[config.mk]
export PLATFORM = sky130hd
export DESIGN_NAME = rv32i_instruction_decoder_flat
export DESIGN_NICKNAME = d
export VERILOG_FILES = /design/src/hdl/rvid_pkg.sv /design/src/hdl/rvid_instr_if.sv /design/src/hdl/rvid_ctl_if.sv /design/src/hdl/rvid_decode.sv /design/src/hdl/rv32i_instruction_decoder.sv /design/src/flat_wrapper.sv
export SDC_FILE = /design/constraint.sdc
export NUM_CORES = 1
export LEC_CHECK = 0
export BUFFER_PORTS_ARGS = -buffer_cell sky130_fd_sc_hd__buf_2
export CORE_MARGIN = 2
export CORE_UTILIZATION = 50
export DETAILED_ROUTE_END_ITERATION = 8
export PLACE_DENSITY = 0.74
export SYNTH_ARGS = -nofsm -noshare
export SYNTH_HDL_FRONTEND = slang
export SYNTH_HIERARCHICAL = 1
export SYNTH_SLANG_ARGS = --single-unit
[constraint.sdc]
create_clock -name i_clk -period 2.72 [get_ports i_clk]
set_input_delay 0.544 -clock i_clk [delete_from_list [all_inputs] [get_ports i_clk]]
set_output_delay 0.544 -clock i_clk [all_outputs]
set_load 0.005 [all_outputs]
[src/hdl/rvid_pkg.sv]
package rvid_pkg;

    localparam int unsigned INSTR_W = 32;
    localparam int unsigned ENTRY_W = 6;
    localparam int unsigned FMT_W   = 3;
    localparam int unsigned SRC_W   = 2;
    localparam int unsigned OP_W    = 4;
    localparam int unsigned WB_W    = 2;
    localparam int unsigned MSZ_W   = 2;
    localparam int unsigned CF_W    = 3;
    localparam int unsigned CMP_W   = 3;

    // major opcodes
    localparam logic [6:0] OPC_LUI      = 7'h37;
    localparam logic [6:0] OPC_AUIPC    = 7'h17;
    localparam logic [6:0] OPC_JAL      = 7'h6f;
    localparam logic [6:0] OPC_JALR     = 7'h67;
    localparam logic [6:0] OPC_BRANCH   = 7'h63;
    localparam logic [6:0] OPC_LOAD     = 7'h03;
    localparam logic [6:0] OPC_STORE    = 7'h23;
    localparam logic [6:0] OPC_OP_IMM   = 7'h13;
    localparam logic [6:0] OPC_OP       = 7'h33;
    localparam logic [6:0] OPC_MISC_MEM = 7'h0f;
    localparam logic [6:0] OPC_SYSTEM   = 7'h73;

    localparam logic [6:0]  FUNCT7_ZERO = 7'b0000000;
    localparam logic [6:0]  FUNCT7_ALT  = 7'b0100000;
    localparam logic [11:0] IMM_ECALL   = 12'b000000000000;
    localparam logic [11:0] IMM_EBREAK  = 12'b000000000001;

    localparam logic [2:0] F3_0 = 3'd0;
    localparam logic [2:0] F3_1 = 3'd1;
    localparam logic [2:0] F3_2 = 3'd2;
    localparam logic [2:0] F3_3 = 3'd3;
    localparam logic [2:0] F3_4 = 3'd4;
    localparam logic [2:0] F3_5 = 3'd5;
    localparam logic [2:0] F3_6 = 3'd6;
    localparam logic [2:0] F3_7 = 3'd7;

    // instruction index
    localparam logic [ENTRY_W-1:0] E_LUI     = 6'd0;
    localparam logic [ENTRY_W-1:0] E_AUIPC   = 6'd1;
    localparam logic [ENTRY_W-1:0] E_JAL     = 6'd2;
    localparam logic [ENTRY_W-1:0] E_JALR    = 6'd3;
    localparam logic [ENTRY_W-1:0] E_BEQ     = 6'd4;
    localparam logic [ENTRY_W-1:0] E_BNE     = 6'd5;
    localparam logic [ENTRY_W-1:0] E_BLT     = 6'd6;
    localparam logic [ENTRY_W-1:0] E_BGE     = 6'd7;
    localparam logic [ENTRY_W-1:0] E_BLTU    = 6'd8;
    localparam logic [ENTRY_W-1:0] E_BGEU    = 6'd9;
    localparam logic [ENTRY_W-1:0] E_LB      = 6'd10;
    localparam logic [ENTRY_W-1:0] E_LH      = 6'd11;
    localparam logic [ENTRY_W-1:0] E_LW      = 6'd12;
    localparam logic [ENTRY_W-1:0] E_LBU     = 6'd13;
    localparam logic [ENTRY_W-1:0] E_LHU     = 6'd14;
    localparam logic [ENTRY_W-1:0] E_SB      = 6'd15;
    localparam logic [ENTRY_W-1:0] E_SH      = 6'd16;
    localparam logic [ENTRY_W-1:0] E_SW      = 6'd17;
    localparam logic [ENTRY_W-1:0] E_ADDI    = 6'd18;
    localparam logic [ENTRY_W-1:0] E_SLTI    = 6'd19;
    localparam logic [ENTRY_W-1:0] E_SLTIU   = 6'd20;
    localparam logic [ENTRY_W-1:0] E_XORI    = 6'd21;
    localparam logic [ENTRY_W-1:0] E_ORI     = 6'd22;
    localparam logic [ENTRY_W-1:0] E_ANDI    = 6'd23;
    localparam logic [ENTRY_W-1:0] E_SLLI    = 6'd24;
    localparam logic [ENTRY_W-1:0] E_SRLI    = 6'd25;
    localparam logic [ENTRY_W-1:0] E_SRAI    = 6'd26;
    localparam logic [ENTRY_W-1:0] E_ADD     = 6'd27;
    localparam logic [ENTRY_W-1:0] E_SUB     = 6'd28;
    localparam logic [ENTRY_W-1:0] E_SLL     = 6'd29;
    localparam logic [ENTRY_W-1:0] E_SLT     = 6'd30;
    localparam logic [ENTRY_W-1:0] E_SLTU    = 6'd31;
    localparam logic [ENTRY_W-1:0] E_XOR     = 6'd32;
    localparam logic [ENTRY_W-1:0] E_SRL     = 6'd33;
    localparam logic [ENTRY_W-1:0] E_SRA     = 6'd34;
    localparam logic [ENTRY_W-1:0] E_OR      = 6'd35;
    localparam logic [ENTRY_W-1:0] E_AND     = 6'd36;
    localparam logic [ENTRY_W-1:0] E_FENCE   = 6'd37;
    localparam logic [ENTRY_W-1:0] E_ECALL   = 6'd38;
    localparam logic [ENTRY_W-1:0] E_EBREAK  = 6'd39;
    localparam logic [ENTRY_W-1:0] E_UNKNOWN = 6'd40;

    localparam logic [FMT_W-1:0] FMT_R   = 3'd0;
    localparam logic [FMT_W-1:0] FMT_I   = 3'd1;
    localparam logic [FMT_W-1:0] FMT_S   = 3'd2;
    localparam logic [FMT_W-1:0] FMT_B   = 3'd3;
    localparam logic [FMT_W-1:0] FMT_U   = 3'd4;
    localparam logic [FMT_W-1:0] FMT_J   = 3'd5;
    localparam logic [FMT_W-1:0] FMT_UNK = 3'd6;

    localparam logic [SRC_W-1:0] SRC_NONE = 2'd0;
    localparam logic [SRC_W-1:0] SRC_REG  = 2'd1;
    localparam logic [SRC_W-1:0] SRC_PC   = 2'd2;
    localparam logic [SRC_W-1:0] SRC_IMM  = 2'd3;

    localparam logic [OP_W-1:0] ALU_NONE   = 4'd0;
    localparam logic [OP_W-1:0] ALU_PASS_B = 4'd1;
    localparam logic [OP_W-1:0] ALU_ADD    = 4'd2;
    localparam logic [OP_W-1:0] ALU_SUB    = 4'd3;
    localparam logic [OP_W-1:0] ALU_SLL    = 4'd4;
    localparam logic [OP_W-1:0] ALU_SLT    = 4'd5;
    localparam logic [OP_W-1:0] ALU_SLTU   = 4'd6;
    localparam logic [OP_W-1:0] ALU_XOR    = 4'd7;
    localparam logic [OP_W-1:0] ALU_SRL    = 4'd8;
    localparam logic [OP_W-1:0] ALU_SRA    = 4'd9;
    localparam logic [OP_W-1:0] ALU_OR     = 4'd10;
    localparam logic [OP_W-1:0] ALU_AND    = 4'd11;

    localparam logic [WB_W-1:0] WB_NONE = 2'd0;
    localparam logic [WB_W-1:0] WB_ALU  = 2'd1;
    localparam logic [WB_W-1:0] WB_MEM  = 2'd2;
    localparam logic [WB_W-1:0] WB_PC   = 2'd3;

    localparam logic [MSZ_W-1:0] MSZ_NONE = 2'd0;
    localparam logic [MSZ_W-1:0] MSZ_BYTE = 2'd1;
    localparam logic [MSZ_W-1:0] MSZ_HALF = 2'd2;
    localparam logic [MSZ_W-1:0] MSZ_WORD = 2'd3;

    localparam logic [CF_W-1:0] CF_NONE   = 3'd0;
    localparam logic [CF_W-1:0] CF_BRANCH = 3'd1;
    localparam logic [CF_W-1:0] CF_JUMP   = 3'd2;
    localparam logic [CF_W-1:0] CF_JREG   = 3'd3;
    localparam logic [CF_W-1:0] CF_TRAP   = 3'd4;

    localparam logic [CMP_W-1:0] CMP_NONE = 3'd0;
    localparam logic [CMP_W-1:0] CMP_EQ   = 3'd1;
    localparam logic [CMP_W-1:0] CMP_NE   = 3'd2;
    localparam logic [CMP_W-1:0] CMP_LT   = 3'd3;
    localparam logic [CMP_W-1:0] CMP_GE   = 3'd4;
    localparam logic [CMP_W-1:0] CMP_LTU  = 3'd5;
    localparam logic [CMP_W-1:0] CMP_GEU  = 3'd6;

    typedef struct packed {
        logic [FMT_W-1:0] fmt;
        logic [SRC_W-1:0] src_a;
        logic [SRC_W-1:0] src_b;
        logic [OP_W-1:0]  alu_op;
        logic [WB_W-1:0]  wb;
        logic [MSZ_W-1:0] msz;
        logic             mw;
        logic             mse;
        logic [CF_W-1:0]  cf;
        logic [CMP_W-1:0] cmp;
    } t_ctl_row;

    typedef struct packed {
        logic               legal;
        logic [ENTRY_W-1:0] entry;
        t_ctl_row           row;
    } t_dec;

    function automatic t_ctl_row mk_row(
        input logic [FMT_W-1:0] fmt,
        input logic [SRC_W-1:0] src_a,
        input logic [SRC_W-1:0] src_b,
        input logic [OP_W-1:0]  alu_op,
        input logic [WB_W-1:0]  wb,
        input logic [MSZ_W-1:0] msz,
        input logic             mw,
        input logic             mse,
        input logic [CF_W-1:0]  cf,
        input logic [CMP_W-1:0] cmp
    );
        t_ctl_row r;
        r.fmt    = fmt;
        r.src_a  = src_a;
        r.src_b  = src_b;
        r.alu_op = alu_op;
        r.wb     = wb;
        r.msz    = msz;
        r.mw     = mw;
        r.mse    = mse;
        r.cf     = cf;
        r.cmp    = cmp;
        return r;
    endfunction

    // control word for each instruction index
    function automatic t_ctl_row ctl_lookup(input logic [ENTRY_W-1:0] e);
        t_ctl_row r;
        case (e)
            E_LUI:    r = mk_row(FMT_U, SRC_NONE, SRC_IMM, ALU_PASS_B, WB_ALU, MSZ_NONE,
                                 1'b0, 1'b0, CF_NONE, CMP_NONE);
            E_AUIPC:  r = mk_row(FMT_U, SRC_PC, SRC_IMM, ALU_ADD, WB_ALU, MSZ_NONE,
                                 1'b0, 1'b0, CF_NONE, CMP_NONE);
            E_JAL:    r = mk_row(FMT_J, SRC_NONE, SRC_NONE, ALU_NONE, WB_PC, MSZ_NONE,
                                 1'b0, 1'b0, CF_JUMP, CMP_NONE);
            E_JALR:   r = mk_row(FMT_I, SRC_NONE, SRC_NONE, ALU_NONE, WB_PC, MSZ_NONE,
                                 1'b0, 1'b0, CF_JREG, CMP_NONE);
            E_BEQ:    r = mk_row(FMT_B, SRC_NONE, SRC_NONE, ALU_NONE, WB_NONE, MSZ_NONE,
                                 1'b0, 1'b0, CF_BRANCH, CMP_EQ);
            E_BNE:    r = mk_row(FMT_B, SRC_NONE, SRC_NONE, ALU_NONE, WB_NONE, MSZ_NONE,
                                 1'b0, 1'b0, CF_BRANCH, CMP_NE);
            E_BLT:    r = mk_row(FMT_B, SRC_NONE, SRC_NONE, ALU_NONE, WB_NONE, MSZ_NONE,
                                 1'b0, 1'b0, CF_BRANCH, CMP_LT);
            E_BGE:    r = mk_row(FMT_B, SRC_NONE, SRC_NONE, ALU_NONE, WB_NONE, MSZ_NONE,
                                 1'b0, 1'b0, CF_BRANCH, CMP_GE);
            E_BLTU:   r = mk_row(FMT_B, SRC_NONE, SRC_NONE, ALU_NONE, WB_NONE, MSZ_NONE,
                                 1'b0, 1'b0, CF_BRANCH, CMP_LTU);
            E_BGEU:   r = mk_row(FMT_B, SRC_NONE, SRC_NONE, ALU_NONE, WB_NONE, MSZ_NONE,
                                 1'b0, 1'b0, CF_BRANCH, CMP_GEU);
            E_LB:     r = mk_row(FMT_I, SRC_REG, SRC_IMM, ALU_ADD, WB_MEM, MSZ_BYTE,
                                 1'b0, 1'b1, CF_NONE, CMP_NONE);
            E_LH:     r = mk_row(FMT_I, SRC_REG, SRC_IMM, ALU_ADD, WB_MEM, MSZ_HALF,
                                 1'b0, 1'b1, CF_NONE, CMP_NONE);
            E_LW:     r = mk_row(FMT_I, SRC_REG, SRC_IMM, ALU_ADD, WB_MEM, MSZ_WORD,
                                 1'b0, 1'b0, CF_NONE, CMP_NONE);
            E_LBU:    r = mk_row(FMT_I, SRC_REG, SRC_IMM, ALU_ADD, WB_MEM, MSZ_BYTE,
                                 1'b0, 1'b0, CF_NONE, CMP_NONE);
            E_LHU:    r = mk_row(FMT_I, SRC_REG, SRC_IMM, ALU_ADD, WB_MEM, MSZ_HALF,
                                 1'b0, 1'b0, CF_NONE, CMP_NONE);
            E_SB:     r = mk_row(FMT_S, SRC_REG, SRC_IMM, ALU_ADD, WB_NONE, MSZ_BYTE,
                                 1'b1, 1'b0, CF_NONE, CMP_NONE);
            E_SH:     r = mk_row(FMT_S, SRC_REG, SRC_IMM, ALU_ADD, WB_NONE, MSZ_HALF,
                                 1'b1, 1'b0, CF_NONE, CMP_NONE);
            E_SW:     r = mk_row(FMT_S, SRC_REG, SRC_IMM, ALU_ADD, WB_NONE, MSZ_WORD,
                                 1'b1, 1'b0, CF_NONE, CMP_NONE);
            E_ADDI:   r = mk_row(FMT_I, SRC_REG, SRC_IMM, ALU_ADD, WB_ALU, MSZ_NONE,
                                 1'b0, 1'b0, CF_NONE, CMP_NONE);
            E_SLTI:   r = mk_row(FMT_I, SRC_REG, SRC_IMM, ALU_SLT, WB_ALU, MSZ_NONE,
                                 1'b0, 1'b0, CF_NONE, CMP_NONE);
            E_SLTIU:  r = mk_row(FMT_I, SRC_REG, SRC_IMM, ALU_SLTU, WB_ALU, MSZ_NONE,
                                 1'b0, 1'b0, CF_NONE, CMP_NONE);
            E_XORI:   r = mk_row(FMT_I, SRC_REG, SRC_IMM, ALU_XOR, WB_ALU, MSZ_NONE,
                                 1'b0, 1'b0, CF_NONE, CMP_NONE);
            E_ORI:    r = mk_row(FMT_I, SRC_REG, SRC_IMM, ALU_OR, WB_ALU, MSZ_NONE,
                                 1'b0, 1'b0, CF_NONE, CMP_NONE);
            E_ANDI:   r = mk_row(FMT_I, SRC_REG, SRC_IMM, ALU_AND, WB_ALU, MSZ_NONE,
                                 1'b0, 1'b0, CF_NONE, CMP_NONE);
            E_SLLI:   r = mk_row(FMT_I, SRC_REG, SRC_IMM, ALU_SLL, WB_ALU, MSZ_NONE,
                                 1'b0, 1'b0, CF_NONE, CMP_NONE);
            E_SRLI:   r = mk_row(FMT_I, SRC_REG, SRC_IMM, ALU_SRL, WB_ALU, MSZ_NONE,
                                 1'b0, 1'b0, CF_NONE, CMP_NONE);
            E_SRAI:   r = mk_row(FMT_I, SRC_REG, SRC_IMM, ALU_SRA, WB_ALU, MSZ_NONE,
                                 1'b0, 1'b0, CF_NONE, CMP_NONE);
            E_ADD:    r = mk_row(FMT_R, SRC_REG, SRC_REG, ALU_ADD, WB_ALU, MSZ_NONE,
                                 1'b0, 1'b0, CF_NONE, CMP_NONE);
            E_SUB:    r = mk_row(FMT_R, SRC_REG, SRC_REG, ALU_SUB, WB_ALU, MSZ_NONE,
                                 1'b0, 1'b0, CF_NONE, CMP_NONE);
            E_SLL:    r = mk_row(FMT_R, SRC_REG, SRC_REG, ALU_SLL, WB_ALU, MSZ_NONE,
                                 1'b0, 1'b0, CF_NONE, CMP_NONE);
            E_SLT:    r = mk_row(FMT_R, SRC_REG, SRC_REG, ALU_SLT, WB_ALU, MSZ_NONE,
                                 1'b0, 1'b0, CF_NONE, CMP_NONE);
            E_SLTU:   r = mk_row(FMT_R, SRC_REG, SRC_REG, ALU_SLTU, WB_ALU, MSZ_NONE,
                                 1'b0, 1'b0, CF_NONE, CMP_NONE);
            E_XOR:    r = mk_row(FMT_R, SRC_REG, SRC_REG, ALU_XOR, WB_ALU, MSZ_NONE,
                                 1'b0, 1'b0, CF_NONE, CMP_NONE);
            E_SRL:    r = mk_row(FMT_R, SRC_REG, SRC_REG, ALU_SRL, WB_ALU, MSZ_NONE,
                                 1'b0, 1'b0, CF_NONE, CMP_NONE);
            E_SRA:    r = mk_row(FMT_R, SRC_REG, SRC_REG, ALU_SRA, WB_ALU, MSZ_NONE,
                                 1'b0, 1'b0, CF_NONE, CMP_NONE);
            E_OR:     r = mk_row(FMT_R, SRC_REG, SRC_REG, ALU_OR, WB_ALU, MSZ_NONE,
                                 1'b0, 1'b0, CF_NONE, CMP_NONE);
            E_AND:    r = mk_row(FMT_R, SRC_REG, SRC_REG, ALU_AND, WB_ALU, MSZ_NONE,
                                 1'b0, 1'b0, CF_NONE, CMP_NONE);
            E_FENCE:  r = mk_row(FMT_I, SRC_NONE, SRC_NONE, ALU_NONE, WB_NONE, MSZ_NONE,
                                 1'b0, 1'b0, CF_NONE, CMP_NONE);
            E_ECALL:  r = mk_row(FMT_I, SRC_NONE, SRC_NONE, ALU_NONE, WB_NONE, MSZ_NONE,
                                 1'b0, 1'b0, CF_TRAP, CMP_NONE);
            E_EBREAK: r = mk_row(FMT_I, SRC_NONE, SRC_NONE, ALU_NONE, WB_NONE, MSZ_NONE,
                                 1'b0, 1'b0, CF_TRAP, CMP_NONE);
            default:  r = mk_row(FMT_UNK, SRC_NONE, SRC_NONE, ALU_NONE, WB_NONE, MSZ_NONE,
                                 1'b0, 1'b0, CF_NONE, CMP_NONE);
        endcase
        return r;
    endfunction

endpackage

[src/hdl/rvid_instr_if.sv]
interface rvid_instr_if import rvid_pkg::*; ();
    logic               valid;
    logic               ready;
    logic [INSTR_W-1:0] instruction;

    modport source (output valid, output instruction, input ready);
    modport sink (input valid, input instruction, output ready);
endinterface

[src/hdl/rvid_ctl_if.sv]
interface rvid_ctl_if import rvid_pkg::*; ();
    logic               valid;
    logic               ready;
    logic               legal;
    logic [ENTRY_W-1:0] entry;
    logic [FMT_W-1:0]   format;
    logic [SRC_W-1:0]   alu_source_a;
    logic [SRC_W-1:0]   alu_source_b;
    logic [OP_W-1:0]    alu_operation;
    logic [WB_W-1:0]    writeback_source;
    logic [MSZ_W-1:0]   mem_size;
    logic               mem_write;
    logic               mem_sign_extend;
    logic [CF_W-1:0]    control_flow;
    logic [CMP_W-1:0]   compare_op;

    modport source (
        output valid, output legal, output entry, output format,
        output alu_source_a, output alu_source_b, output alu_operation,
        output writeback_source, output mem_size, output mem_write,
        output mem_sign_extend, output control_flow, output compare_op,
        input ready
    );
    modport sink (
        input valid, input legal, input entry, input format,
        input alu_source_a, input alu_source_b, input alu_operation,
        input writeback_source, input mem_size, input mem_write,
        input mem_sign_extend, input control_flow, input compare_op,
        output ready
    );
endinterface

[src/hdl/rvid_decode.sv]
module rvid_decode import rvid_pkg::*; (
    input  logic [INSTR_W-1:0] i_instruction,
    output t_dec               o_dec
);

    logic [6:0]         w_opc;
    logic [2:0]         w_f3;
    logic [6:0]         w_f7;
    logic [11:0]        w_imm;
    logic [ENTRY_W-1:0] w_entry;

    assign w_opc = i_instruction[6:0];
    assign w_f3  = i_instruction[14:12];
    assign w_f7  = i_instruction[31:25];
    assign w_imm = i_instruction[31:20];

    always_comb begin
        w_entry = E_UNKNOWN;
        unique case (w_opc)
            OPC_LUI:      w_entry = E_LUI;
            OPC_AUIPC:    w_entry = E_AUIPC;
            OPC_JAL:      w_entry = E_JAL;
            OPC_JALR:     w_entry = (w_f3 == F3_0) ? E_JALR : E_UNKNOWN;
            OPC_BRANCH: begin
                unique case (w_f3)
                    F3_0:    w_entry = E_BEQ;
                    F3_1:    w_entry = E_BNE;
                    F3_4:    w_entry = E_BLT;
                    F3_5:    w_entry = E_BGE;
                    F3_6:    w_entry = E_BLTU;
                    F3_7:    w_entry = E_BGEU;
                    default: w_entry = E_UNKNOWN;
                endcase
            end
            OPC_LOAD: begin
                unique case (w_f3)
                    F3_0:    w_entry = E_LB;
                    F3_1:    w_entry = E_LH;
                    F3_2:    w_entry = E_LW;
                    F3_4:    w_entry = E_LBU;
                    F3_5:    w_entry = E_LHU;
                    default: w_entry = E_UNKNOWN;
                endcase
            end
            OPC_STORE: begin
                unique case (w_f3)
                    F3_0:    w_entry = E_SB;
                    F3_1:    w_entry = E_SH;
                    F3_2:    w_entry = E_SW;
                    default: w_entry = E_UNKNOWN;
                endcase
            end
            OPC_OP_IMM: begin
                unique case (w_f3)
                    F3_0:    w_entry = E_ADDI;
                    F3_1:    w_entry = (w_f7 == FUNCT7_ZERO) ? E_SLLI : E_UNKNOWN;
                    F3_2:    w_entry = E_SLTI;
                    F3_3:    w_entry = E_SLTIU;
                    F3_4:    w_entry = E_XORI;
                    F3_5: begin
                        if (w_f7 == FUNCT7_ZERO) begin
                            w_entry = E_SRLI;
                        end else if (w_f7 == FUNCT7_ALT) begin
                            w_entry = E_SRAI;
                        end else begin
                            w_entry = E_UNKNOWN;
                        end
                    end
                    F3_6:    w_entry = E_ORI;
                    default: w_entry = E_ANDI;
                endcase
            end
            OPC_OP: begin
                if (w_f7 == FUNCT7_ZERO) begin
                    unique case (w_f3)
                        F3_0:    w_entry = E_ADD;
                        F3_1:    w_entry = E_SLL;
                        F3_2:    w_entry = E_SLT;
                        F3_3:    w_entry = E_SLTU;
                        F3_4:    w_entry = E_XOR;
                        F3_5:    w_entry = E_SRL;
                        F3_6:    w_entry = E_OR;
                        default: w_entry = E_AND;
                    endcase
                end else if (w_f7 == FUNCT7_ALT && w_f3 == F3_0) begin
                    w_entry = E_SUB;
                end else if (w_f7 == FUNCT7_ALT && w_f3 == F3_5) begin
                    w_entry = E_SRA;
                end else begin
                    w_entry = E_UNKNOWN;
                end
            end
            OPC_MISC_MEM: w_entry = E_FENCE;
            OPC_SYSTEM: begin
                if (w_imm == IMM_ECALL) begin
                    w_entry = E_ECALL;
                end else if (w_imm == IMM_EBREAK) begin
                    w_entry = E_EBREAK;
                end else begin
                    w_entry = E_UNKNOWN;
                end
            end
            default:      w_entry = E_UNKNOWN;
        endcase
    end

    assign o_dec.legal = (w_entry != E_UNKNOWN);
    assign o_dec.entry = w_entry;
    assign o_dec.row   = ctl_lookup(w_entry);

endmodule

[src/hdl/rv32i_instruction_decoder.sv]
// rv32i instruction decoder
// an instruction request passes through the input register and then the result register to the control word
// throughput: one request per cycle while the result side is ready; decode is a single combinational pass between them
// a stalled result holds in the result register while the input register keeps one more
// reset: synchronous active-low i_rst_n empties both stages, no other state
module rv32i_instruction_decoder import rvid_pkg::*; (
    input  logic        i_clk,
    input  logic        i_rst_n,
    rvid_instr_if.sink  i_instr,
    rvid_ctl_if.source  o_ctl
);

    logic               r_in_valid;
    logic [INSTR_W-1:0] r_instr;
    logic               r_out_valid;
    t_dec               r_res;
    t_dec               w_dec;
    logic               w_adv_out;
    logic               w_adv_in;
    logic               w_in_fire;

    assign w_adv_out     = !r_out_valid || o_ctl.ready;
    assign w_adv_in      = !r_in_valid || w_adv_out;
    assign w_in_fire     = i_instr.valid && w_adv_in;
    assign i_instr.ready = w_adv_in;

    rvid_decode u_decode (
        .i_instruction (r_instr),
        .o_dec         (w_dec)
    );

    always_ff @(posedge i_clk) begin
        if (!i_rst_n) begin
            r_in_valid  <= 1'b0;
            r_out_valid <= 1'b0;
        end else begin
            if (w_adv_in) begin
                r_in_valid <= i_instr.valid;
            end
            if (w_adv_out) begin
                r_out_valid <= r_in_valid;
            end
        end
    end

    always_ff @(posedge i_clk) begin
        if (w_in_fire) begin
            r_instr <= i_instr.instruction;
        end
        if (r_in_valid && w_adv_out) begin
            r_res <= w_dec;
        end
    end

    assign o_ctl.valid            = r_out_valid;
    assign o_ctl.legal            = r_res.legal;
    assign o_ctl.entry            = r_res.entry;
    assign o_ctl.format           = r_res.row.fmt;
    assign o_ctl.alu_source_a     = r_res.row.src_a;
    assign o_ctl.alu_source_b     = r_res.row.src_b;
    assign o_ctl.alu_operation    = r_res.row.alu_op;
    assign o_ctl.writeback_source = r_res.row.wb;
    assign o_ctl.mem_size         = r_res.row.msz;
    assign o_ctl.mem_write        = r_res.row.mw;
    assign o_ctl.mem_sign_extend  = r_res.row.mse;
    assign o_ctl.control_flow     = r_res.row.cf;
    assign o_ctl.compare_op       = r_res.row.cmp;

    a_in_lands: assert property (@(posedge i_clk) disable iff (!i_rst_n)
        w_in_fire |=> r_in_valid)
        else $error("accepted request not held in input stage");

    a_stage_moves: assert property (@(posedge i_clk) disable iff (!i_rst_n)
        (r_in_valid && w_adv_out) |=> r_out_valid)
        else $error("decoded request lost between stages");

    a_unknown_clean: assert property (@(posedge i_clk) disable iff (!i_rst_n)
        (r_out_valid && !r_res.legal) |->
        (r_res.entry == E_UNKNOWN && r_res.row.fmt == FMT_UNK &&
         r_res.row.wb == WB_NONE && r_res.row.cf == CF_NONE && !r_res.row.mw))
        else $error("unknown instruction carries controls");

    a_store_fmt: assert property (@(posedge i_clk) disable iff (!i_rst_n)
        (r_out_valid && r_res.row.mw) |->
        (r_res.row.fmt == FMT_S && r_res.row.wb == WB_NONE && r_res.row.msz != MSZ_NONE))
        else $error("store control word inconsistent");

endmodule

[src/flat_wrapper.sv]
// flat-port wrapper written by rule: the top's interface ports become plain ports
module rv32i_instruction_decoder_flat import rvid_pkg::*;
  (i_clk, i_rst_n, i_instr_valid, i_instr_instruction, i_instr_ready, o_ctl_valid, o_ctl_legal, o_ctl_entry, o_ctl_format, o_ctl_alu_source_a, o_ctl_alu_source_b, o_ctl_alu_operation, o_ctl_writeback_source, o_ctl_mem_size, o_ctl_mem_write, o_ctl_mem_sign_extend, o_ctl_control_flow, o_ctl_compare_op, o_ctl_ready);
  rvid_instr_if i_instr_i ();
  rvid_ctl_if o_ctl_i ();
  input  logic i_clk;
  input  logic i_rst_n;
  input wire logic [$bits(i_instr_i.valid)-1:0] i_instr_valid;
  input wire logic [$bits(i_instr_i.instruction)-1:0] i_instr_instruction;
  output wire logic [$bits(i_instr_i.ready)-1:0] i_instr_ready;
  output wire logic [$bits(o_ctl_i.valid)-1:0] o_ctl_valid;
  output wire logic [$bits(o_ctl_i.legal)-1:0] o_ctl_legal;
  output wire logic [$bits(o_ctl_i.entry)-1:0] o_ctl_entry;
  output wire logic [$bits(o_ctl_i.format)-1:0] o_ctl_format;
  output wire logic [$bits(o_ctl_i.alu_source_a)-1:0] o_ctl_alu_source_a;
  output wire logic [$bits(o_ctl_i.alu_source_b)-1:0] o_ctl_alu_source_b;
  output wire logic [$bits(o_ctl_i.alu_operation)-1:0] o_ctl_alu_operation;
  output wire logic [$bits(o_ctl_i.writeback_source)-1:0] o_ctl_writeback_source;
  output wire logic [$bits(o_ctl_i.mem_size)-1:0] o_ctl_mem_size;
  output wire logic [$bits(o_ctl_i.mem_write)-1:0] o_ctl_mem_write;
  output wire logic [$bits(o_ctl_i.mem_sign_extend)-1:0] o_ctl_mem_sign_extend;
  output wire logic [$bits(o_ctl_i.control_flow)-1:0] o_ctl_control_flow;
  output wire logic [$bits(o_ctl_i.compare_op)-1:0] o_ctl_compare_op;
  input wire logic [$bits(o_ctl_i.ready)-1:0] o_ctl_ready;
  assign i_instr_i.valid = i_instr_valid;
  assign i_instr_i.instruction = i_instr_instruction;
  assign i_instr_ready = i_instr_i.ready;
  assign o_ctl_valid = o_ctl_i.valid;
  assign o_ctl_legal = o_ctl_i.legal;
  assign o_ctl_entry = o_ctl_i.entry;
  assign o_ctl_format = o_ctl_i.format;
  assign o_ctl_alu_source_a = o_ctl_i.alu_source_a;
  assign o_ctl_alu_source_b = o_ctl_i.alu_source_b;
  assign o_ctl_alu_operation = o_ctl_i.alu_operation;
  assign o_ctl_writeback_source = o_ctl_i.writeback_source;
  assign o_ctl_mem_size = o_ctl_i.mem_size;
  assign o_ctl_mem_write = o_ctl_i.mem_write;
  assign o_ctl_mem_sign_extend = o_ctl_i.mem_sign_extend;
  assign o_ctl_control_flow = o_ctl_i.control_flow;
  assign o_ctl_compare_op = o_ctl_i.compare_op;
  assign o_ctl_i.ready = o_ctl_ready;
  rv32i_instruction_decoder u_core (.i_clk(i_clk), .i_rst_n(i_rst_n), .i_instr(i_instr_i), .o_ctl(o_ctl_i));
endmodule
==> impl_metrics.py <==
metrics = {
    "outcome": {
        "status": "completed",
    },
    "global_routing": {
        "grt_max_degree": 31,
        "grt_pass1_vias": 2663,
        "track_usage_pct": 21.88,
        "antenna_found_initial": 0,
        "grt_overflow": 0,
        "grt_pass1_wl_um": 12520,
    },
    "sta": {
        "slew_headroom_pct": 62.31,
        "fin_ws_ps": 87.69,
        "rsz0062_at_grt": "yes",
        "fin_crit_sh_pct": 96.78,
        "fin_crit_ps": 2632,
        "worstMarginPinSlew_ps": 560.2,
        "drv_slew": 0,
        "max_clock_freq_ghz": 0.3799,
        "hold_violations": 0,
        "setup_violations": 0,
        "finClkSkew_ps": 8.708,
    },
    "floorplanning": {
        "fp-row-count": 29,
        "core_sq_um": 6314,
        "ioPinCount": 68,
        "dieArea_sq_um": 7115,
        "die_y_um": 84.35,
        "start_util_pct": 51.13,
        "die_x_um": 84.35,
    },
    "critical_path": {
        "r2r_setup_slack_ps": 90,
        "critical_path.endpoint": "u_core/o_ctl.alu_operation[1]",
        "rr_endpoint": "u_core/o_ctl.alu_operation[1]",
        "required_ps": 2770,
        "path_class": "flop to flop",
        "r2r_start": "u_core/r_instr[28]",
        "worstSetupEndpointType": "flop",
        "startpoint": "u_core/r_instr[28]",
        "path_max_fanout": 15,
        "cp_data_arrival_time_ps": 2680,
        "r2r_cells": 10,
        "start_kind": "flop",
    },
    "clock_network": {
        "cts_root_buf": "clkbuf_8",
        "cts_buffers": 5,
        "htreeDepth": 2,
        "cts_tree": "yes",
        "cts.reportedPaths.clkPinSlew_ps": 100,
        "cts.path.max_buffers": 2,
        "worstSkewPairLatency_ps": 310,
        "cts_sinks": 54,
    },
    "pwr": {
        "p_total_mw": 1.794,
        "powerDensity_nw_per_um2": 411.3,
        "p_leak_nw": 1.730,
        "peakVddDrop_uv": 293.9,
    },
    "place": {
        "placed_area_sq_um": 4048,
        "place_congestion": 1.013,
        "pre_cts_slack_ps": -31.28,
        "dp.final_hpwl_um": 5916,
        "port_buffers": 57,
    },
    "cells_and_area": {
        "synthToLayoutAreaGrowth_pct": 35.12,
        "finish.net_count": 468,
        "fin_util_pct": 69.08,
        "design_area_sq_um": 4362,
        "n_antenna_cell": 0,
        "drive_above_1_share_pct": 45.43,
    },
    "logic_synthesis": {
        "syn_area_sq_um": 3228,
        "post_synth.cell_area_avg_sq_um": 10.65,
        "syn_inst": 303,
        "yosysWarnings": 6,
        "syn_nets": 345,
    },
    "route": {
        "antenna_left": 0,
        "avgViaCountPerCell": 5.708,
        "top_layer": "met4",
        "wl_um": 7766,
        "via_count": 2877,
        "drc": 0,
        "drtPass1Iterations": 4,
        "wl_per_cell_um": 15.41,
        "route.met2.wl_um": 4098,
        "wl_met3_um": 383,
        "drtIter0Drc": 127,
        "drt-met1-wl_um": 3104,
    },
    "run": {
        "max_cap_violations": 0,
    },
    "worst_hold_path": {
        "hold_path_class": "input pin to flop",
    },
}
[power by group]
| part | internal, mW | switching (mW) | total, mW |
|---|---|---|---|
| clock | 0.275 | 0.256 | 0.530 |
| sequential | 0.959 | 0.0211 | 0.980 |
| combinational | 0.134 | 0.149 | 0.283 |
| total | 1.37 | 0.426 | 1.79 |
[what timing repair did]
action | 4_1_cts | 5_1_grt
cloned | 0 | 0
hold buffers | 0 | 0
pin swaps | 1 | 7
endpoints found under the setup margin | 6 | 18
gates resized for setup | 6 | 30
buffers inserted | 1 | 5
endpoints found under the hold margin | 0 | 0
[per-layer routing]
metal / GRT usage [%] / vias up
li1: - / 1408
met1: 26.71 / 1346
met2: 39.03 / 107
met3: 3.736 / 16
met4: 7.792 / 0
met5: 0 / -
[sequential cells by signal (all words and copies together) (netlist names)]
name / count
u_core/r_instr: 22
u_core/o_ctl.entry: 6
u_core/o_ctl.alu_operation: 4
u_core/o_ctl.compare_op: 3
u_core/o_ctl.control_flow: 3
u_core/o_ctl.format: 3
u_core/o_ctl.alu_source_a: 2
u_core/o_ctl.alu_source_b: 2
u_core/o_ctl.mem_size: 2
u_core/o_ctl.writeback_source: 2
u_core/o_ctl.legal: 1
u_core/o_ctl.mem_sign_extend: 1
u_core/o_ctl.mem_write: 1
u_core/o_ctl.valid: 1
u_core/r_in_valid: 1
[layout by cell type, fill, tap and decap left out, types with 5 or more instances in the layout]
master    count
a22oi_1       7
nand3_1      14
a21oi_1      16
nor2_1       19
clkbuf_8      5
edfxtp_1     52
nor3_1        9
buf_2        57
o21ai_0      10
a31oi_1       5
buf_4        76
or3_1         5
nand2_1      17
inv_1        13
nand2b_1      6
[critical path: stages, from the launching register on]
cell,delay (ps)
edfxtp_1,390
or4_4,610
nor4_4,180
buf_4,170
a211o_4,130
nand4b_4,160
nor2_8,170
inv_6,70
buf_4,150
a211oi_2,200
o221ai_1,150
[through the flow]
step           TNS [ps]  std cells  hold slack (ps)
2_1_floorplan         0        303            513.6
3_3_place_gp     -17.23        490            511.2
3_5_place_dp     -51.95        490            522.7
4_1_cts          -10.94        499            393.9
5_1_grt          -118.3        504            391.5
6_report              0        504            408.2
[cell type report]
| type | instances | area [sq um] |
|---|---|---|
| Tap cell | 77 | 96.34 |
| Timing Repair Buffer | 135 | 887.1 |
| Clock inverter | 2 | 37.54 |
| Sequential cell | 54 | 1602 |
| Clock buffer | 6 | 72.57 |
| Fill cell | 492 | 1952 |
| Inverter | 18 | 75.07 |
| Multi-Input combinational cell | 212 | 1592 |
[how the worst min path moves through the flow]
stage,startpoint,to,depth (start not counted)
3_5_place_dp,u_core/o_ctl.valid,u_core/r_in_valid,2
6_report,i_instr_instruction[6],u_core/r_instr[6],1
5_1_grt,i_instr_instruction[4],u_core/r_instr[4],1
2_1_floorplan,u_core/r_in_valid,u_core/r_in_valid,2
4_1_cts,i_instr_instruction[1],u_core/r_instr[1],1
3_3_place_gp,u_core/o_ctl.valid,u_core/r_in_valid,2
(Power assumes the default switching activity.)
